### src/rtl/afb_pkg.sv
// Shared types, constants and the CRC-16 byte update for the frame builder.
// No dependencies; compiled first.
`timescale 1ns / 1ps

package afb_pkg;

  localparam logic [15:0] HOST_RESET      = 16'h0101;
  localparam logic [15:0] CRC_INIT        = 16'hFFFF;
  localparam logic [15:0] CRC_POLY        = 16'hA001;
  localparam logic [3:0]  HEAD_LAST       = 4'd10;
  localparam int          QUEUE_DEPTH_DEF = 4;

  typedef enum logic {
    ACT_HEAD = 1'b0,
    ACT_DATA = 1'b1
  } action_t;

  typedef enum logic [2:0] {
    ST_IDLE,
    ST_HEAD,
    ST_DATA,
    ST_CRC_LO,
    ST_CRC_HI
  } back_state_t;

  typedef struct packed {
    action_t     kind;
    logic        close;
    logic [15:0] dest_address;
    logic [31:0] register_address;
    logic [7:0]  command_code;
    logic [15:0] payload_count;
    logic [7:0]  data_byte;
  } frame_cmd_t;

  function automatic logic [15:0] crc_byte(input logic [15:0] crc, input logic [7:0] b);
    logic [15:0] c;
    c = crc ^ {8'h00, b};
    for (int k = 0; k < 8; k++) begin
      c = c[0] ? ((c >> 1) ^ CRC_POLY) : (c >> 1);
    end
    return c;
  endfunction

endpackage

### src/rtl/afb_ifs.sv
// Valid/ready channel interfaces for the frame builder's input items and output bytes.
// No dependencies.
`timescale 1ns / 1ps

interface afb_in_if;
  logic        valid;
  logic        ready;
  logic        action;
  logic [15:0] dest_address;
  logic [31:0] register_address;
  logic [7:0]  command_code;
  logic [15:0] payload_count;
  logic [7:0]  data_byte;

  modport source (
    output valid, action, dest_address, register_address, command_code,
           payload_count, data_byte,
    input  ready
  );
  modport sink (
    input  valid, action, dest_address, register_address, command_code,
           payload_count, data_byte,
    output ready
  );
endinterface

interface afb_out_if;
  logic       valid;
  logic       ready;
  logic [7:0] out_byte;
  logic       frame_end;

  modport source (output valid, out_byte, frame_end, input ready);
  modport sink   (input valid, out_byte, frame_end, output ready);
endinterface

### src/rtl/afb_front.sv
// Front end: accepts input transactions, tracks the open frame, drops stray payload.
// Depends on afb_pkg and afb_in_if.
`timescale 1ns / 1ps

module afb_front (
  input  logic               clk,
  input  logic               rst,
  afb_in_if.sink             in_ch,
  input  logic               q_full,
  output logic               push,
  output afb_pkg::frame_cmd_t push_cmd
);
  import afb_pkg::*;

  logic [15:0] bytes_left;
  logic        accept;
  logic        is_head;

  assign in_ch.ready = !q_full;
  assign accept      = in_ch.valid && in_ch.ready;
  assign is_head     = (action_t'(in_ch.action) == ACT_HEAD);
  assign push        = accept && (is_head || (bytes_left != 16'd0));

  always_comb begin
    push_cmd.kind             = action_t'(in_ch.action);
    push_cmd.close            = is_head ? (in_ch.payload_count == 16'd0)
                                        : (bytes_left == 16'd1);
    push_cmd.dest_address     = in_ch.dest_address;
    push_cmd.register_address = in_ch.register_address;
    push_cmd.command_code     = in_ch.command_code;
    push_cmd.payload_count    = in_ch.payload_count;
    push_cmd.data_byte        = in_ch.data_byte;
  end

  always_ff @(posedge clk) begin
    if (rst) begin
      bytes_left <= 16'd0;
    end else if (accept) begin
      if (is_head) begin
        bytes_left <= in_ch.payload_count;
      end else if (bytes_left != 16'd0) begin
        bytes_left <= bytes_left - 16'd1;
      end
    end
  end

endmodule

### src/rtl/afb_queue.sv
// Small register FIFO of frame commands between front and back end.
// Depends on afb_pkg.
`timescale 1ns / 1ps

module afb_queue #(
  parameter int DEPTH = afb_pkg::QUEUE_DEPTH_DEF
) (
  input  logic                clk,
  input  logic                rst,
  input  logic                push,
  input  afb_pkg::frame_cmd_t push_cmd,
  output logic                full,
  input  logic                pop,
  output logic                valid,
  output afb_pkg::frame_cmd_t head
);
  import afb_pkg::*;

  localparam int PTR_W = (DEPTH > 1) ? $clog2(DEPTH) : 1;
  localparam int CNT_W = $clog2(DEPTH + 1);

  frame_cmd_t       slots [DEPTH];
  logic [PTR_W-1:0] wr_ptr;
  logic [PTR_W-1:0] rd_ptr;
  logic [CNT_W-1:0] count;
  logic             do_push;
  logic             do_pop;

  assign full    = (count == CNT_W'(DEPTH));
  assign valid   = (count != '0);
  assign head    = slots[rd_ptr];
  assign do_push = push && !full;
  assign do_pop  = pop && valid;

  always_ff @(posedge clk) begin
    if (do_push) begin
      slots[wr_ptr] <= push_cmd;
    end
  end

  always_ff @(posedge clk) begin
    if (rst) begin
      wr_ptr <= '0;
      rd_ptr <= '0;
      count  <= '0;
    end else begin
      if (do_push) begin
        wr_ptr <= (wr_ptr == PTR_W'(DEPTH - 1)) ? '0 : wr_ptr + 1'b1;
      end
      if (do_pop) begin
        rd_ptr <= (rd_ptr == PTR_W'(DEPTH - 1)) ? '0 : rd_ptr + 1'b1;
      end
      if (do_push && !do_pop) begin
        count <= count + 1'b1;
      end else if (do_pop && !do_push) begin
        count <= count - 1'b1;
      end
    end
  end

endmodule

### src/rtl/afb_back.sv
// Back end: serializes head, payload and CRC bytes into the registered output stage.
// Depends on afb_pkg and afb_out_if.
`timescale 1ns / 1ps

module afb_back (
  input  logic                clk,
  input  logic                rst,
  input  logic [15:0]         host_address,
  input  logic                q_valid,
  input  afb_pkg::frame_cmd_t q_head,
  output logic                pop,
  afb_out_if.source           out_ch
);
  import afb_pkg::*;

  back_state_t state;
  back_state_t state_next;
  logic [3:0]  idx;
  logic [3:0]  idx_next;
  frame_cmd_t  cur;
  logic [15:0] crc;
  logic [15:0] crc_in;
  logic        out_valid;
  logic [7:0]  out_byte;
  logic        frame_end;
  logic        advance;
  logic        emitting;
  logic        last;
  logic [7:0]  byte_sel;
  logic [87:0] head_vec;
  logic [6:0]  head_off;

  assign out_ch.valid     = out_valid;
  assign out_ch.out_byte  = out_byte;
  assign out_ch.frame_end = frame_end;

  assign advance  = !out_valid || out_ch.ready;
  assign emitting = advance && (state != ST_IDLE);
  assign head_vec = {host_address, cur.dest_address, cur.register_address,
                     cur.command_code, cur.payload_count};
  assign head_off = {HEAD_LAST - idx, 3'b000};
  assign crc_in   = ((state == ST_HEAD) && (idx == 4'd0)) ? CRC_INIT : crc;

  always_comb begin
    case (state)
      ST_HEAD:   byte_sel = head_vec[head_off +: 8];
      ST_DATA:   byte_sel = cur.data_byte;
      ST_CRC_LO: byte_sel = crc[7:0];
      ST_CRC_HI: byte_sel = crc[15:8];
      default:   byte_sel = 8'h00;
    endcase
  end

  always_comb begin
    state_next = state;
    idx_next   = idx;
    last       = 1'b0;
    case (state)
      ST_HEAD: begin
        if (idx == HEAD_LAST) begin
          last       = !cur.close;
          state_next = cur.close ? ST_CRC_LO : ST_IDLE;
        end else begin
          idx_next = idx + 4'd1;
        end
      end
      ST_DATA: begin
        last       = !cur.close;
        state_next = cur.close ? ST_CRC_LO : ST_IDLE;
      end
      ST_CRC_LO: state_next = ST_CRC_HI;
      ST_CRC_HI: begin
        last       = 1'b1;
        state_next = ST_IDLE;
      end
      default: state_next = ST_IDLE;
    endcase
    if (!emitting) begin
      state_next = state;
      idx_next   = idx;
    end
    pop = q_valid && ((state == ST_IDLE) || (emitting && last));
    if (pop) begin
      state_next = (q_head.kind == ACT_HEAD) ? ST_HEAD : ST_DATA;
      idx_next   = 4'd0;
    end
  end

  always_ff @(posedge clk) begin
    if (rst) begin
      state <= ST_IDLE;
      idx   <= 4'd0;
    end else begin
      state <= state_next;
      idx   <= idx_next;
    end
  end

  always_ff @(posedge clk) begin
    if (pop) begin
      cur <= q_head;
    end
  end

  always_ff @(posedge clk) begin
    if (rst) begin
      crc <= CRC_INIT;
    end else if (emitting && ((state == ST_HEAD) || (state == ST_DATA))) begin
      crc <= crc_byte(crc_in, byte_sel);
    end
  end

  always_ff @(posedge clk) begin
    if (rst) begin
      out_valid <= 1'b0;
    end else if (advance) begin
      out_valid <= emitting;
    end
  end

  always_ff @(posedge clk) begin
    if (emitting) begin
      out_byte  <= byte_sel;
      frame_end <= (state == ST_CRC_HI);
    end
  end

`ifndef SYNTHESIS
  a_head_idx_range: assert property (@(posedge clk) disable iff (rst)
    (state == ST_HEAD) |-> (idx <= HEAD_LAST))
    else $error("head byte index out of range");

  a_crc_hi_ends: assert property (@(posedge clk) disable iff (rst)
    (emitting && (state == ST_CRC_HI)) |=> (out_valid && frame_end))
    else $error("high CRC byte not marked as frame end");

  a_crc_lo_then_hi: assert property (@(posedge clk) disable iff (rst)
    (emitting && (state == ST_CRC_LO)) |=> (state == ST_CRC_HI))
    else $error("low CRC byte not followed by high CRC byte");

  a_no_pop_mid_frame: assert property (@(posedge clk) disable iff (rst)
    (pop && (state == ST_CRC_LO)) |-> 1'b0)
    else $error("queue popped between CRC bytes");
`endif

endmodule

### src/rtl/addressed_frame_builder_crc16.sv
// Frame builder: header and payload transactions in, frame bytes with CRC-16 out.
// A header accepted by an idle block passes the queue slot, the back-end state and the output register.
// Throughput: one output byte per cycle while out_ch.ready holds; a payload transaction per cycle mid-frame;
// a header gives 11 bytes (13 with CRC), a closing payload 3 bytes (its data byte and the CRC).
// Reset (synchronous, rst high): no frame open, queue and output empty, host address 0x0101.
`timescale 1ns / 1ps

module addressed_frame_builder_crc16 #(
  parameter int QUEUE_DEPTH = afb_pkg::QUEUE_DEPTH_DEF
) (
  input  logic        clk,
  input  logic        rst,
  input  logic        cfg_write,
  input  logic [15:0] cfg_data,
  afb_in_if.sink      in_ch,
  afb_out_if.source   out_ch
);
  import afb_pkg::*;

  logic [15:0] host_address;
  logic        push;
  frame_cmd_t  push_cmd;
  logic        q_full;
  logic        q_valid;
  logic        pop;
  frame_cmd_t  q_head;

  always_ff @(posedge clk) begin
    if (rst) begin
      host_address <= HOST_RESET;
    end else if (cfg_write) begin
      host_address <= cfg_data;
    end
  end

  afb_front u_front (
    .clk      (clk),
    .rst      (rst),
    .in_ch    (in_ch),
    .q_full   (q_full),
    .push     (push),
    .push_cmd (push_cmd)
  );

  afb_queue #(
    .DEPTH (QUEUE_DEPTH)
  ) u_queue (
    .clk      (clk),
    .rst      (rst),
    .push     (push),
    .push_cmd (push_cmd),
    .full     (q_full),
    .pop      (pop),
    .valid    (q_valid),
    .head     (q_head)
  );

  afb_back u_back (
    .clk          (clk),
    .rst          (rst),
    .host_address (host_address),
    .q_valid      (q_valid),
    .q_head       (q_head),
    .pop          (pop),
    .out_ch       (out_ch)
  );

endmodule
### src/flat_wrapper.sv
// flat-port wrapper written by rule: the top's interface ports become plain ports
module addressed_frame_builder_crc16_flat import afb_pkg::*;
#(
  parameter int QUEUE_DEPTH = afb_pkg::QUEUE_DEPTH_DEF
)
  (clk, rst, cfg_write, cfg_data, in_ch_valid, in_ch_action, in_ch_dest_address, in_ch_register_address, in_ch_command_code, in_ch_payload_count, in_ch_data_byte, in_ch_ready, out_ch_valid, out_ch_out_byte, out_ch_frame_end, out_ch_ready);
  afb_in_if in_ch_i ();
  afb_out_if out_ch_i ();
  input  logic clk;
  input  logic rst;
  input  logic cfg_write;
  input  logic [15:0] cfg_data;
  input wire logic [$bits(in_ch_i.valid)-1:0] in_ch_valid;
  input wire logic [$bits(in_ch_i.action)-1:0] in_ch_action;
  input wire logic [$bits(in_ch_i.dest_address)-1:0] in_ch_dest_address;
  input wire logic [$bits(in_ch_i.register_address)-1:0] in_ch_register_address;
  input wire logic [$bits(in_ch_i.command_code)-1:0] in_ch_command_code;
  input wire logic [$bits(in_ch_i.payload_count)-1:0] in_ch_payload_count;
  input wire logic [$bits(in_ch_i.data_byte)-1:0] in_ch_data_byte;
  output wire logic [$bits(in_ch_i.ready)-1:0] in_ch_ready;
  output wire logic [$bits(out_ch_i.valid)-1:0] out_ch_valid;
  output wire logic [$bits(out_ch_i.out_byte)-1:0] out_ch_out_byte;
  output wire logic [$bits(out_ch_i.frame_end)-1:0] out_ch_frame_end;
  input wire logic [$bits(out_ch_i.ready)-1:0] out_ch_ready;
  assign in_ch_i.valid = in_ch_valid;
  assign in_ch_i.action = in_ch_action;
  assign in_ch_i.dest_address = in_ch_dest_address;
  assign in_ch_i.register_address = in_ch_register_address;
  assign in_ch_i.command_code = in_ch_command_code;
  assign in_ch_i.payload_count = in_ch_payload_count;
  assign in_ch_i.data_byte = in_ch_data_byte;
  assign in_ch_ready = in_ch_i.ready;
  assign out_ch_valid = out_ch_i.valid;
  assign out_ch_out_byte = out_ch_i.out_byte;
  assign out_ch_frame_end = out_ch_i.frame_end;
  assign out_ch_i.ready = out_ch_ready;
  addressed_frame_builder_crc16 #(.QUEUE_DEPTH(QUEUE_DEPTH)) u_core (.clk(clk), .rst(rst), .cfg_write(cfg_write), .cfg_data(cfg_data), .in_ch(in_ch_i), .out_ch(out_ch_i));
endmodule
### config.mk
export PLATFORM = sky130hd
export DESIGN_NAME = addressed_frame_builder_crc16_flat
export DESIGN_NICKNAME = d
export VERILOG_FILES = /design/src/rtl/afb_pkg.sv /design/src/rtl/afb_ifs.sv /design/src/rtl/afb_front.sv /design/src/rtl/afb_queue.sv /design/src/rtl/afb_back.sv /design/src/rtl/addressed_frame_builder_crc16.sv /design/src/flat_wrapper.sv
export SDC_FILE = /design/constraint.sdc
export NUM_CORES = 1
export LEC_CHECK = 0
export BUFFER_PORTS_ARGS = -buffer_cell sky130_fd_sc_hd__buf_2
export CAP_MARGIN = 25
export CORE_ASPECT_RATIO = 0.7
export CORE_MARGIN = 5
export CORE_UTILIZATION = 62
export CTS_CLUSTER_SIZE = 14
export DETAILED_ROUTE_END_ITERATION = 8
export PLACE_DENSITY = 0.77
export SLEW_MARGIN = 20
export SYNTH_ARGS = -nofsm -noshare
export SYNTH_HDL_FRONTEND = slang
export SYNTH_SLANG_ARGS = --single-unit
### constraint.sdc
create_clock -name clk -period 28.7 [get_ports clk]
set_input_delay 5.74 -clock clk [delete_from_list [all_inputs] [get_ports clk]]
set_output_delay 5.74 -clock clk [all_outputs]
set_load 0.05 [all_outputs]
# Word-level counts from Yosys, hierarchy flattened
# Memory sizes are Yosys's and may differ from the RTL's. A register that Yosys moved wholly into a read port is not among the register bits.
# Index checks and enable logic that the tools add are counted.
[totals]
reg_bits = 153
ramBits = 328
input_bits = 102
output_inout_bits = 11
n_memories = 1
[mem_list]
columns = ["name", "depth", "word_bits", "rd", "rd_clocked_by_memory_dff", "write_ports", "line_no", "source"]
rows = [
  ["u_core.u_queue.slots", 4, 82, 1, 1, 1, "afb_queue.sv:22", "frame_cmd_t slots [DEPTH];"],
]
[classes]
add_sub_neg = 7
eq_ne = 11
shift = 1
n_mux = 29
n_bitwise = 11
reduce_logical = 32
[op_table]
columns = ["cell", "n"]
rows = [
  ["$mux W16", 11],
  ["$shiftx A88 B8 Y8", 1],
  ["$pmux W8 S4", 1],
  ["$not A2 Y3", 8],
  ["$eq A16 B1 Y1 const B", 1],
  ["$logic_not A16 Y1", 1],
  ["$reduce_bool A16 Y1", 1],
  ["$sub A16 B1 Y16 const B", 1],
  ["$xor A16 B8 Y16", 1],
  ["$mux W3", 5],
  ["$mux W2", 6],
  ["$logic_and A1 B1 Y1", 11],
  ["$pmux W3 S3", 1],
  ["$eq A3 B2 Y1 const B", 2],
  ["$eq A3 B3 Y1 const B", 2],
  ["$reduce_bool A3 Y1", 2],
  ["$logic_not A1 Y1", 5],
  ["$add A2 B1 Y2 const B", 2],
  ["$add A4 B1 Y4 const B", 1],
  ["$eq A2 B2 Y1 const B", 2],
  ["$eq A4 B4 Y1 const B", 1],
  ["$logic_not A4 Y1", 1],
  ["$logic_or A1 B1 Y1", 4],
  ["$mux W1", 4],
  ["other kinds (13)", 16],
]

# Depth between registers and ports, before layout
[depth]
word_depth = 20
depth_mapped = 15
depth_no_buf = 14

# Hierarchy
# A second synthesis with hierarchy kept.
[hier_totals]
cells_unflattened = 1181
hier_area_um2 = 20039.2
[by_module_without_submodules]
columns = ["mod", "n_inst", "cells_per_inst", "area_per_inst_um2"]
rows = [
  ["afb_queue", 1, 478, 12341.8],
  ["afb_back", 1, 421, 5410.2],
  ["afb_front", 1, 230, 1704.1],
  ["addressed_frame_builder_crc16", 1, 52, 583.1],
]

# Worst setup path after synthesis
# Ideal clock, no wire load.
[synth_timing]
kind = "input-to-reg"
start = "input port out_ch_ready"
end = "register u_core.u_queue.count[2]"
setup_ns = 0.071
arrival_time_ns = 13.555
required_time_ns = 28.629
setup_slack_ns = 15.075
path_stages = 10
path_buffers = 0
path_cell_list = "nand2b_1 > nor2_1 > nor3_1 > inv_1 > ha_1 > inv_1 > fa_1 > xor2_1 > or3_1 > a21oi_1"
[synth_between]
elab_chain_len = 9
elab_cells_between_ends = 11
classes_between = "mux: 1; reduce/logical: 10"
[synth_lines]
columns = ["item", "line_no", "source"]
rows = [
  ["start: declaration", "flat_wrapper.sv:24", "input wire logic [$bits(out_ch_i.ready)-1:0] out_ch_ready;"],
  ["$logic_or A1 B1 Y1 *", "afb_back.sv:37", "assign advance = !out_valid || out_ch.ready;"],
  ["$logic_and A1 B1 Y1 *", "afb_back.sv:38", "assign emitting = advance && (state != ST_IDLE);"],
  ["$logic_and A1 B1 Y1 *", "afb_back.sv:82", "pop = q_valid && ((state == ST_IDLE) || (emitting && last));"],
  ["$logic_or A1 B1 Y1 *", "afb_back.sv:82", ""],
  ["$logic_and A1 B1 Y1 *", "afb_back.sv:82", ""],
  ["named net u_core.pop", "addressed_frame_builder_crc16.sv:25", "logic pop;"],
  ["$logic_and A1 B1 Y1 *", "afb_queue.sv:33", "assign do_pop = pop && valid;"],
  ["$logic_not A1 Y1", "afb_queue.sv:53", "if (do_push && !do_pop) begin"],
  ["$logic_and A1 B1 Y1", "afb_queue.sv:53", ""],
  ["$mux W3 / $reduce_bool A2 Y1 (equally long branches)", "-", ""],
  ["end signal: assignment", "afb_queue.sv:54", "count <= count + 1'b1;"],
  ["end signal: assignment", "afb_queue.sv:56", "count <= count - 1'b1;"],
  ["end: declaration", "afb_queue.sv:25", "logic [CNT_W-1:0] count;"],
]
# The timed path passes the listed nets; every way through them passes the cells marked *.
# A chain may end at the register's enable or synchronous reset.

# Final worst setup path
[layout_timing]
start = "input port in_ch_action"
end = "memory u_core.u_queue.slots[3][69] (netlist name), enable pin"
[layout_between]
elab_chain_len = 6
[layout_lines]
columns = ["item", "line_no", "source"]
rows = [
  ["start: declaration", "flat_wrapper.sv:14", "input wire logic [$bits(in_ch_i.action)-1:0] in_ch_action;"],
  ["$not A1 Y1", "afb_front.sv:21", "assign is_head = (action_t'(in_ch.action) == ACT_HEAD);"],
  ["$logic_or A1 B1 Y1", "afb_front.sv:22", "assign push = accept && (is_head || (bytes_left != 16'd0));"],
  ["$logic_and A1 B1 Y1", "afb_front.sv:22", ""],
  ["$logic_and A1 B1 Y1", "afb_queue.sv:32", "assign do_push = push && !full;"],
  ["$mux W1", "afb_queue.sv:36", "if (do_push) begin"],
  ["$mux W1 (not written as such)", "afb_queue.sv:37", "slots[wr_ptr] <= push_cmd;"],
  ["end: declaration", "afb_queue.sv:22", ""],
]
# No other way between the ends.

==> results_dict.tcl <==
set metrics [dict create \
    wl_per_cell_um 25.4 \
    post-route-min-period_ns 8.11 \
    die_w_um 219 \
    worstSkewPairLatency_ns 0.56 \
    core_area_um2 30200 \
    drive_gt1_frac 0.259 \
    ctsResizeCount 0 \
    syn_to_final_growth_pct 11.6 \
    yosysSeqAreaShare 0.728 \
    grt_util_all_layers 0.237 \
    dieArea_um2 34300 \
    hold_viol_final 0 \
    worst_slew_pin_slew_ns 0.978 \
    avgSynthCellArea_um2 18.5 \
    drc 0 \
    syn_area_um2 19000 \
    cts_sinks 483 \
    p_clk_frac 0.249 \
    seq_power_share 0.475 \
    numCtsBuffers 43 \
    post-route-period-util 0.283 \
    hold_depth 2 \
    synth_flop_cell "edfxtp_1" \
    cp-start-kind "primary input" \
    antenna_found_initial 2 \
    ctsHoldBuffers 0 \
    dpl.hpwl_mm 23.9 \
    maxCapViolations 0 \
    rows 53 \
    gr-total-overflow 0 \
    syn_inst 1027 \
    dr.pass1.iters 6 \
    ir_drop_mv 0.0703 \
    gp_congestion 0.829 \
    viasPerCell 6.25 \
    crit_path_max_fanout 62 \
    cts-root-buf "clkbuf_16" \
    grt_pass1_wl_mm 60.6 \
    switching_share 0.305 \
    pre_cts_slack_ns 19.59 \
    max_freq_mhz 123 \
    clock_tree.buffer_depth 3 \
    synth_edf_count 418 \
    instances_no_fill 1586 \
    tns_ns 0 \
    grt_pass1_vias 9927 \
    p_int_w 0.00149 \
    portBuffers 112 \
    rsz0062_at_grt "false" \
    grt_max_degree 70 \
    crit_type "in2reg" \
    drtIter0Drc 928 \
    ys_types 67 \
    ant_nets 0 \
    status "finished clean" \
    cts_tree "yes" \
    finish.net_count 1261 \
    crit_path_end_kind "flip-flop" \
    finalSetupViolations 0 \
    die_h_um 157 \
    power_switching_w 0.000654 \
    p_total_w 0.00215 \
    syn_nets 1142 \
    min_path_type "reg2reg" \
    drv_slew 0 \
    worst_ep_required_time_ns 28.86 \
    async_reset_ff_frac 0 \
    clock_skew_ns 0.0289 \
    ys_seq_elements 483 \
    nFillCells 1880 \
    htree_levels 2 \
    p_leak_nw 7.12 \
    arrival_ns 8.27 \
    ys_warn_count 0 \
    fin_ws_ns 20.59 \
    p_per_area_nw_per_um2 101 \
    max_slew_margin 0.339 \
    drt-total-wl_mm 40.3 \
    clkTransAtPathRegs_ns 0.06 \
    p_comb_frac 0.275 \
    post-place-cells 1510 \
    vias 9913 \
    start_util 0.630 \
    post_cts_buffers 0 \
    io-pin-count 113 \
    place_area_um2 19900 \
    stdcell_area_um2 21200 \
    rr_worst_depth 11 \
]
==> per-layer routing <==
| layer | vias to the layer above | wire (um) | track usage |
|---|---|---|---|
| li1 | 4331 | - | - |
| met1 | 5107 | 17400 | 0.359 |
| met2 | 409 | 19200 | 0.369 |
| met3 | 64 | 2830 | 0.0429 |
| met4 | 2 | 826 | 0.0583 |
| met5 | - | 20 | 0 |
==> cells in the final DEF, fill, tap and decap left out, drive strengths merged, types with 2 or more instances in the layout <==
cell type	netlist	final
a211o	9	9
a211oi	11	11
a21oi	33	33
a22oi	8	8
a31oi	2	2
and2	5	5
and2b	2	2
buf	22	126
clkbuf	28	61
clkinv	1	11
dfxtp	65	65
edfxtp	418	418
ha	12	12
inv	9	10
mux2	3	3
mux2i	36	36
mux4	98	98
nand2	40	40
nand2b	2	2
nand3	6	6
nand3b	5	5
nand4	7	7
nand4b	2	2
nor2	82	82
nor2b	6	6
nor3	15	15
nor4	5	5
o2111ai	2	2
o211ai	3	3
o21ai	11	11
o21bai	5	5
o221ai	2	2
o22a	2	2
o22ai	6	6
o2bb2ai	5	5
o31ai	5	5
or2	2	2
or3	3	3
xnor2	24	24
xor2	8	8
==> state kept, by name, indices dropped and copies added, names as in the netlist, 2 cells and up, named ones only <==
register,cells
u_core.u_queue.slots,328
u_core.u_back.cur,81
u_core.host_address,16
u_core.u_back.crc,16
u_core.u_front.bytes_left,16
u_core.u_back.out_ch.out_byte,8
u_core.u_back.idx,4
u_core.u_back.state,3
u_core.u_queue.count,3
u_core.u_queue.rd_ptr,2
u_core.u_queue.wr_ptr,2
==> worst max-delay path: stages <==
cell	delay [ns]
buf_2	0.29
and4b_1	0.28
nand2_1	0.07
nand3_1	0.17
clkinv_1	0.30
buf_16	0.20
and2_4	0.35
buf_4	0.80
==> through the flow <==
stage	hold slack [ns]	util
final	0.495	0.703
after global routing	0.511	0.703
after CTS	0.499	0.701
after detailed placement	0.481	0.659
after global placement	0.476	0.659
after floorplan	0.459	-
==> cell usage after synthesis, drive strengths merged (5+ instances only) <==
master     n  area, um2
edfxtp   418      12600
mux4      98       2230
nor2      82        308
dfxtp     65       1300
nand2     40        150
mux2i     36        360
a21oi     33        169
clkbuf    28        125
xnor2     24        263
buf       22        118
nor3      15       75.1
ha        12        150
a211oi    11       82.6
o21ai     11       55.1
a211o      9       78.8
inv        9       33.8
a22oi      8       60.1
xor2       8       77.6
nand4      7       43.8
nand3      6       30.0
nor2b      6       40.0
o22ai      6       37.5
and2       5       32.5
nand3b     5       37.5
nor4       5       31.3
o21bai     5       37.5
o2bb2ai    5       43.8
o31ai      5       37.5
==> worst paths after layout <==
path	to	slack, ns	from
setup / recovery	u_core.u_queue.slots[3][69]	20.59	in_ch_action
hold / removal	u_core.u_back.crc[11]	0.50	u_core.u_back.crc[11]
hold reg to reg	u_core.u_back.crc[11]	0.50	u_core.u_back.crc[11]
setup reg to reg	u_core.u_back.crc[0]	24.46	u_core.u_back.idx[1]
==> layout make-up <==
cell class	instances	area (um2)	area share
Antenna cell	1	2.50	0.000118
Clock buffer	60	1170	0.0552
Inverter	10	37.5	0.00177
Timing Repair Buffer	127	711	0.0335
Clock inverter	12	95.1	0.00448
Multi-Input combinational cell	481	4830	0.228
Sequential cell	483	13900	0.653
Tap cell	412	515	0.0243
==> kinds of logic (layout without fill, tap and decap cells) <==
kind of cell               after synthesis  in the layout  synth area share
buffers and inverters                   63            209            0.0187
xor gates and xnor gates                33             33            0.0191
adders and majority gates               13             13           0.00894
and+or+nand+nor                        186            186            0.0456
DFF                                    483            483             0.728
muxes                                  137            137             0.138
AOI/OAI and AO/OA                      112            112            0.0415
other                                    0              1                 0
==> power by group through the flow <==
stage               combinational (W)  sequential (W)  clock, W
floorplan                    0.000433         0.00102         0
global placement             0.000552         0.00104         0
detailed placement           0.000565         0.00104         0
CTS                          0.000570         0.00104  0.000541
global route                 0.000635         0.00103  0.000575
finish                       0.000591         0.00102  0.000535
No activity file was read; power rests on OpenSTA's default activity.
